### config.mk
export PLATFORM = sky130hd
export DESIGN_NAME = trc_interp
export DESIGN_NICKNAME = d
export VERILOG_FILES = /design/src/sv/trc_pkg.sv /design/src/sv/trc_div_cell.sv /design/src/sv/trc_interp.sv
export SDC_FILE = /design/constraint.sdc
export NUM_CORES = 2
export LEC_CHECK = 0
export BUFFER_PORTS_ARGS = -buffer_cell sky130_fd_sc_hd__buf_2
export CAP_MARGIN = 40
export CORE_MARGIN = 2
export CORE_UTILIZATION = 41
export CTS_BUF_LIST = sky130_fd_sc_hd__clkbuf_2 sky130_fd_sc_hd__clkbuf_4 sky130_fd_sc_hd__clkbuf_8
export CTS_CLUSTER_DIAMETER = 120
export DETAILED_ROUTE_END_ITERATION = 10
export PLACE_DENSITY_LB_ADDON = 0.3
export SLEW_MARGIN = 20
export SYNTH_ARGS = -nofsm -noshare
export SYNTH_HDL_FRONTEND = slang
export SYNTH_HIERARCHICAL = 1
export SYNTH_SLANG_ARGS = --single-unit
### constraint.sdc
create_clock -name i_clk -period 8.8 [get_ports i_clk]
set_clock_uncertainty 0.2 [all_clocks]
set_input_delay 1.32 -clock i_clk [delete_from_list [all_inputs] [get_ports i_clk]]
set_output_delay 1.32 -clock i_clk [all_outputs]
set_load 0.02 [all_outputs]
### src/sv/trc_pkg.sv
// ----------------------------------------------------------------------------
// Textured rectangle clipper package
// Field widths, request and result types, register indexes and saturation.
// ----------------------------------------------------------------------------
package trc_pkg;

    localparam int COORD_W = 16;
    localparam int TAG_W   = 16;
    localparam int SPAN_W  = COORD_W - 1;
    localparam int DIF_W   = COORD_W + 1;
    localparam int NUM_W   = COORD_W + 2;
    localparam int PROD_W  = 2 * COORD_W + 1;
    localparam int RES_W   = PROD_W + 2;
    localparam int INTERP_LAT = PROD_W + 3;
    localparam int LATENCY = 2 * INTERP_LAT + 2;

    typedef logic signed [COORD_W-1:0] t_coord;

    typedef struct packed {
        logic [TAG_W-1:0] texture_handle;
        t_coord           left_x;
        t_coord           top_y;
        t_coord           right_x;
        t_coord           bottom_y;
        t_coord           tex_s_start;
        t_coord           tex_t_start;
        t_coord           tex_s_end;
        t_coord           tex_t_end;
    } t_req;

    typedef struct packed {
        logic [TAG_W-1:0] out_texture;
        t_coord           out_left_x;
        t_coord           out_top_y;
        t_coord           out_right_x;
        t_coord           out_bottom_y;
        t_coord           out_s_start;
        t_coord           out_t_start;
        t_coord           out_s_end;
        t_coord           out_t_end;
    } t_rsp;

    typedef struct packed {
        logic [TAG_W-1:0] tag;
        t_coord           c_lo;
        t_coord           c_hi;
        t_coord           t_keep;
    } t_lane;

    typedef enum logic [1:0] {
        CFG_CLIP_LEFT = 2'd0,
        CFG_CLIP_TOP  = 2'd1,
        CFG_SPAN_X    = 2'd2,
        CFG_SPAN_Y    = 2'd3
    } t_cfg_idx;

    function automatic t_coord sat_coord(input logic signed [RES_W-1:0] v);
        t_coord r;
        if ((&v[RES_W-1:COORD_W-1]) || !(|v[RES_W-1:COORD_W-1])) begin
            r = v[COORD_W-1:0];
        end else if (v[RES_W-1]) begin
            r = {1'b1, {(COORD_W-1){1'b0}}};
        end else begin
            r = {1'b0, {(COORD_W-1){1'b1}}};
        end
        return r;
    endfunction

endpackage

### src/sv/trc_div_cell.sv
// ----------------------------------------------------------------------------
// Divider cell
// One restoring division step; shifts a dividend bit in, a quotient bit out.
// ----------------------------------------------------------------------------
module trc_div_cell #(
    parameter int DIV_W  = 16,
    parameter int PQ_W   = 33,
    parameter int SIDE_W = 1
) (
    input  logic              i_clk,
    input  logic              i_rst_n,
    input  logic              i_vld,
    input  logic [DIV_W-1:0]  i_rem,
    input  logic [PQ_W-1:0]   i_pq,
    input  logic [DIV_W-1:0]  i_d,
    input  logic [SIDE_W-1:0] i_side,
    output logic              o_vld,
    output logic [DIV_W-1:0]  o_rem,
    output logic [PQ_W-1:0]   o_pq,
    output logic [DIV_W-1:0]  o_d,
    output logic [SIDE_W-1:0] o_side
);

    logic [DIV_W:0]   trial;
    logic [DIV_W+1:0] diff;
    logic             ge;
    logic [DIV_W-1:0] n_rem;
    logic [PQ_W-1:0]  n_pq;

    always_comb begin
        trial = {i_rem, i_pq[PQ_W-1]};
        diff  = {1'b0, trial} - {2'b00, i_d};
        ge    = !diff[DIV_W+1];
        n_rem = ge ? diff[DIV_W-1:0] : trial[DIV_W-1:0];
        n_pq  = {i_pq[PQ_W-2:0], ge};
    end

    always_ff @(posedge i_clk) begin
        if (!i_rst_n) begin
            o_vld <= 1'b0;
        end else begin
            o_vld <= i_vld;
        end
    end

    always_ff @(posedge i_clk) begin
        o_rem  <= n_rem;
        o_pq   <= n_pq;
        o_d    <= i_d;
        o_side <= i_side;
    end

endmodule

### src/sv/trc_interp.sv
// ----------------------------------------------------------------------------
// Edge interpolator
// base + num * dt / den, truncated toward zero and saturated, over a cell row.
// ----------------------------------------------------------------------------
module trc_interp #(
    parameter int SIDE_W = 1
) (
    input  logic                              i_clk,
    input  logic                              i_rst_n,
    input  logic                              i_vld,
    input  logic                              i_en,
    input  trc_pkg::t_coord                   i_base,
    input  logic signed [trc_pkg::NUM_W-1:0]  i_num,
    input  logic signed [trc_pkg::DIF_W-1:0]  i_dt,
    input  logic signed [trc_pkg::DIF_W-1:0]  i_den,
    input  logic [SIDE_W-1:0]                 i_side,
    output logic                              o_vld,
    output trc_pkg::t_coord                   o_res,
    output logic [SIDE_W-1:0]                 o_side
);

    localparam int CW   = trc_pkg::COORD_W;
    localparam int PW   = trc_pkg::PROD_W;
    localparam int NW   = trc_pkg::NUM_W;
    localparam int DW   = trc_pkg::DIF_W;
    localparam int RW   = trc_pkg::RES_W;
    localparam int CS_W = SIDE_W + CW + 2;

    logic                   r0_vld;
    logic                   r0_en;
    trc_pkg::t_coord        r0_base;
    logic signed [NW-1:0]   r0_num;
    logic signed [DW-1:0]   r0_dt;
    logic signed [DW-1:0]   r0_den;
    logic [SIDE_W-1:0]      r0_side;

    logic signed [NW-1:0]   num_abs;
    logic signed [DW-1:0]   dt_abs;
    logic signed [DW-1:0]   den_abs;
    logic                   neg;
    logic                   en1;
    logic [PW-1:0]          n_prod;
    logic [CS_W-1:0]        n_cs;

    logic                   r1_vld;
    logic [PW-1:0]          r1_pq;
    logic [CW-1:0]          r1_d;
    logic [CS_W-1:0]        r1_cs;

    logic                   c_vld  [PW+1];
    logic [CW-1:0]          c_rem  [PW+1];
    logic [PW-1:0]          c_pq   [PW+1];
    logic [CW-1:0]          c_d    [PW+1];
    logic [CS_W-1:0]        c_cs   [PW+1];

    logic                   fin_en;
    logic                   fin_neg;
    trc_pkg::t_coord        fin_base;
    logic [SIDE_W-1:0]      fin_side;
    logic signed [RW-1:0]   b_ext;
    logic signed [RW-1:0]   q_ext;
    logic signed [RW-1:0]   sum;
    trc_pkg::t_coord        n_res;

    always_ff @(posedge i_clk) begin
        if (!i_rst_n) begin
            r0_vld <= 1'b0;
            r1_vld <= 1'b0;
            o_vld  <= 1'b0;
        end else begin
            r0_vld <= i_vld;
            r1_vld <= r0_vld;
            o_vld  <= c_vld[PW];
        end
    end

    always_ff @(posedge i_clk) begin
        r0_en   <= i_en;
        r0_base <= i_base;
        r0_num  <= i_num;
        r0_dt   <= i_dt;
        r0_den  <= i_den;
        r0_side <= i_side;
    end

    always_comb begin
        num_abs = r0_num[NW-1] ? -r0_num : r0_num;
        dt_abs  = r0_dt[DW-1] ? -r0_dt : r0_dt;
        den_abs = r0_den[DW-1] ? -r0_den : r0_den;
        neg     = r0_num[NW-1] ^ r0_dt[DW-1] ^ r0_den[DW-1];
        en1     = r0_en && (r0_den != '0);
        n_prod  = PW'(num_abs[CW:0]) * PW'(dt_abs[CW-1:0]);
        n_cs    = {r0_side, r0_base, neg, en1};
    end

    always_ff @(posedge i_clk) begin
        r1_pq <= n_prod;
        r1_d  <= den_abs[CW-1:0];
        r1_cs <= n_cs;
    end

    assign c_vld[0] = r1_vld;
    assign c_rem[0] = '0;
    assign c_pq[0]  = r1_pq;
    assign c_d[0]   = r1_d;
    assign c_cs[0]  = r1_cs;

    for (genvar k = 0; k < PW; k++) begin : g_cell
        trc_div_cell #(
            .DIV_W  (CW),
            .PQ_W   (PW),
            .SIDE_W (CS_W)
        ) u_cell (
            .i_clk   (i_clk),
            .i_rst_n (i_rst_n),
            .i_vld   (c_vld[k]),
            .i_rem   (c_rem[k]),
            .i_pq    (c_pq[k]),
            .i_d     (c_d[k]),
            .i_side  (c_cs[k]),
            .o_vld   (c_vld[k+1]),
            .o_rem   (c_rem[k+1]),
            .o_pq    (c_pq[k+1]),
            .o_d     (c_d[k+1]),
            .o_side  (c_cs[k+1])
        );
    end

    always_comb begin
        fin_en   = c_cs[PW][0];
        fin_neg  = c_cs[PW][1];
        fin_base = c_cs[PW][CW+1:2];
        fin_side = c_cs[PW][CS_W-1:CW+2];
        b_ext    = RW'(fin_base);
        q_ext    = $signed(RW'(c_pq[PW]));
        sum      = fin_neg ? (b_ext - q_ext) : (b_ext + q_ext);
        n_res    = fin_en ? trc_pkg::sat_coord(sum) : fin_base;
    end

    always_ff @(posedge i_clk) begin
        o_res  <= n_res;
        o_side <= fin_side;
    end

endmodule

==> results.toml <==
[cells_and_area]
design_area_sq_um = 121000
nets = 10600
drive_gt1_share_pct = 16.6
area_growth_syn_to_layout_pct = 13.7
finalNonFillerCells = 13400
final_common_cell = "dfxtp_1"
final_cell_mix = "dfxtp_1 (2,931), inv_1 (904), ha_1 (671)"

[setup_path]
cp_data_arrival_time_ns = 9.19
critPathMaxFanout = 5
worst_setup_path_start_kind = "register"
critPathKind = "reg -> reg"
endpoint_kind = "register"
crit_required_ns = 9.53

[outcome]
status = "completed"

[placement]
portBuffers = 90
dp_hpwl_microns = 149000
gp_congestion = 0.864
place_ws_ns = -0.165
placed_area_sq_um = 111000
placed_cells = 12600

[clock_network]
cts_setup_buffers = 0
cts_root_buf = "clkbuf_8"
cts_tree = "built"
cts_buffer_depth = 4
clk_latency_ns = 1.06
htreeDepth = 5
numCtsBuffers = 450
cts.clk_slew.worst_paths_ns = 0.06
clock_sinks = 2931

[floorplanning]
die_w_microns = 514
io_pins = 91
start_util_pct = 41.2
die_area_sq_um = 264000
core_area_sq_um = 259000
num_rows = 187
die_y_microns = 514

[timing]
whs_ns = 0.0413
slew_violations = 0
min_period_ns = 8.46
setup_viol = 0
min_period_over_period_pct = 96.2
slew_headroom_pct = 44.1
worst_slew_pin_slew_ns = 0.836
hold_violations = 0
fin_ws_ns = 0.338
fmax_mhz = 118
rsz0062_at_grt = "no"

[synth]
avgSynthCellArea_sq_um = 11.7
netlist_area_sq_um = 107000
synthCells = 9098
ys_warn_count = 6

[grt]
grt_pass1_vias = 65200
grt.total_usage_pct = 14.9
grt_overflow_total = 0
grt_max_degree = 37
grt_pass1_wl_microns = 327000
antenna_found_initial = 4

[route]
drt_iter0_drc = 2695
post-route-drc-count = 0
dr_total_vias = 63400
drt-wirelength-per-cell_microns = 14.9
drtPass1Iterations = 6
antenna_left = 0
via_per_inst = 4.74
routed_wl_microns = 200000

[run]
drv_cap = 0

[hold_path]
hold_path.class = "reg -> reg"
## layer usage
metal  GRT usage (%)  vias to the layer above  wire length, microns
li1                -                    32000                     -
met1            18.1                    29800                 89600
met2            25.9                     1178                 95500
met3            2.49                      479                  7390
met4            6.25                        4                  7270
met5               0                        -                    32
## worst max-delay path: stages (launching register included)
cell	delay, ns
dfxtp_1	0.37
or4_1	0.59
or4_1	0.49
or3_1	0.46
o31ai_2	0.28
xnor2_2	0.15
and2_1	0.20
fa_1	0.53
inv_1	0.07
fa_1	0.55
inv_1	0.07
fa_1	0.50
inv_1	0.06
fa_1	0.56
fa_1	0.44
fa_1	0.49
inv_1	0.04
ha_1	0.33
nor2b_1	0.16
a2111oi_1	0.07
buf_4	0.16
a311oi_4	0.42
buf_4	0.19
a311oi_2	0.11
o41a_1	0.51
o21ai_0	0.21
a21oi_1	0.11
xnor2_1	0.12
## worst paths after layout
kind / slack (ns) / cells after the start / endpoint / start
worst max register to register: 0.34 / 27 / r1_pq[32] / r0_num[4]
worst min-delay path: 0.04 / 0 / g_cell[15].u_cell/o_pq[3] / g_cell[14].u_cell/o_pq[2]
worst max-delay path: 0.34 / 27 / r1_pq[32] / r0_num[4]
worst min register to register: 0.04 / 0 / g_cell[15].u_cell/o_pq[3] / g_cell[14].u_cell/o_pq[2]
## what timing repair did
item                       4_1_cts  5_1_grt
hold endpoints to repair         3        0
pin swaps                        0        1
gates resized for setup          1        8
setup endpoints to repair        2        2
hold buffers                     3        0
## cell type report
type                            instances  area [sq um]
Tap cell                             3402          4260
Sequential cell                      2931         58700
Antenna cell                            5          12.5
Multi-Input combinational cell       5126         43500
Fill cell                           23300        138000
Timing Repair Buffer                  187          1320
Clock buffer                          711          8880
Clock inverter                        102          1180
Inverter                              910          3420
## metrics by stage
step	setup TNS (ns)	utilization (%)
CTS	0	46.8
detailed placement	-0.283	42.9
floorplan	0	-
finish	0	46.8
global placement	-0.0728	42.8
global route	0	46.8
## sequential cells by signal (all words and copies together) (netlist names), 16 cells and up
register / count
g_cell.u_cell/o_d: 512
g_cell.u_cell/o_pq: 1089
g_cell.u_cell/o_rem: 512
g_cell.u_cell/o_side: 627
g_cell.u_cell/o_vld: 33
o_res: 16
r0_base: 16
r0_den: 17
r0_dt: 17
r0_num: 18
r1_cs: 19
r1_d: 16
r1_pq: 33
Power is not shown: default switching activity piles up to over one toggle a cycle in this logic, so the estimate is an artifact.
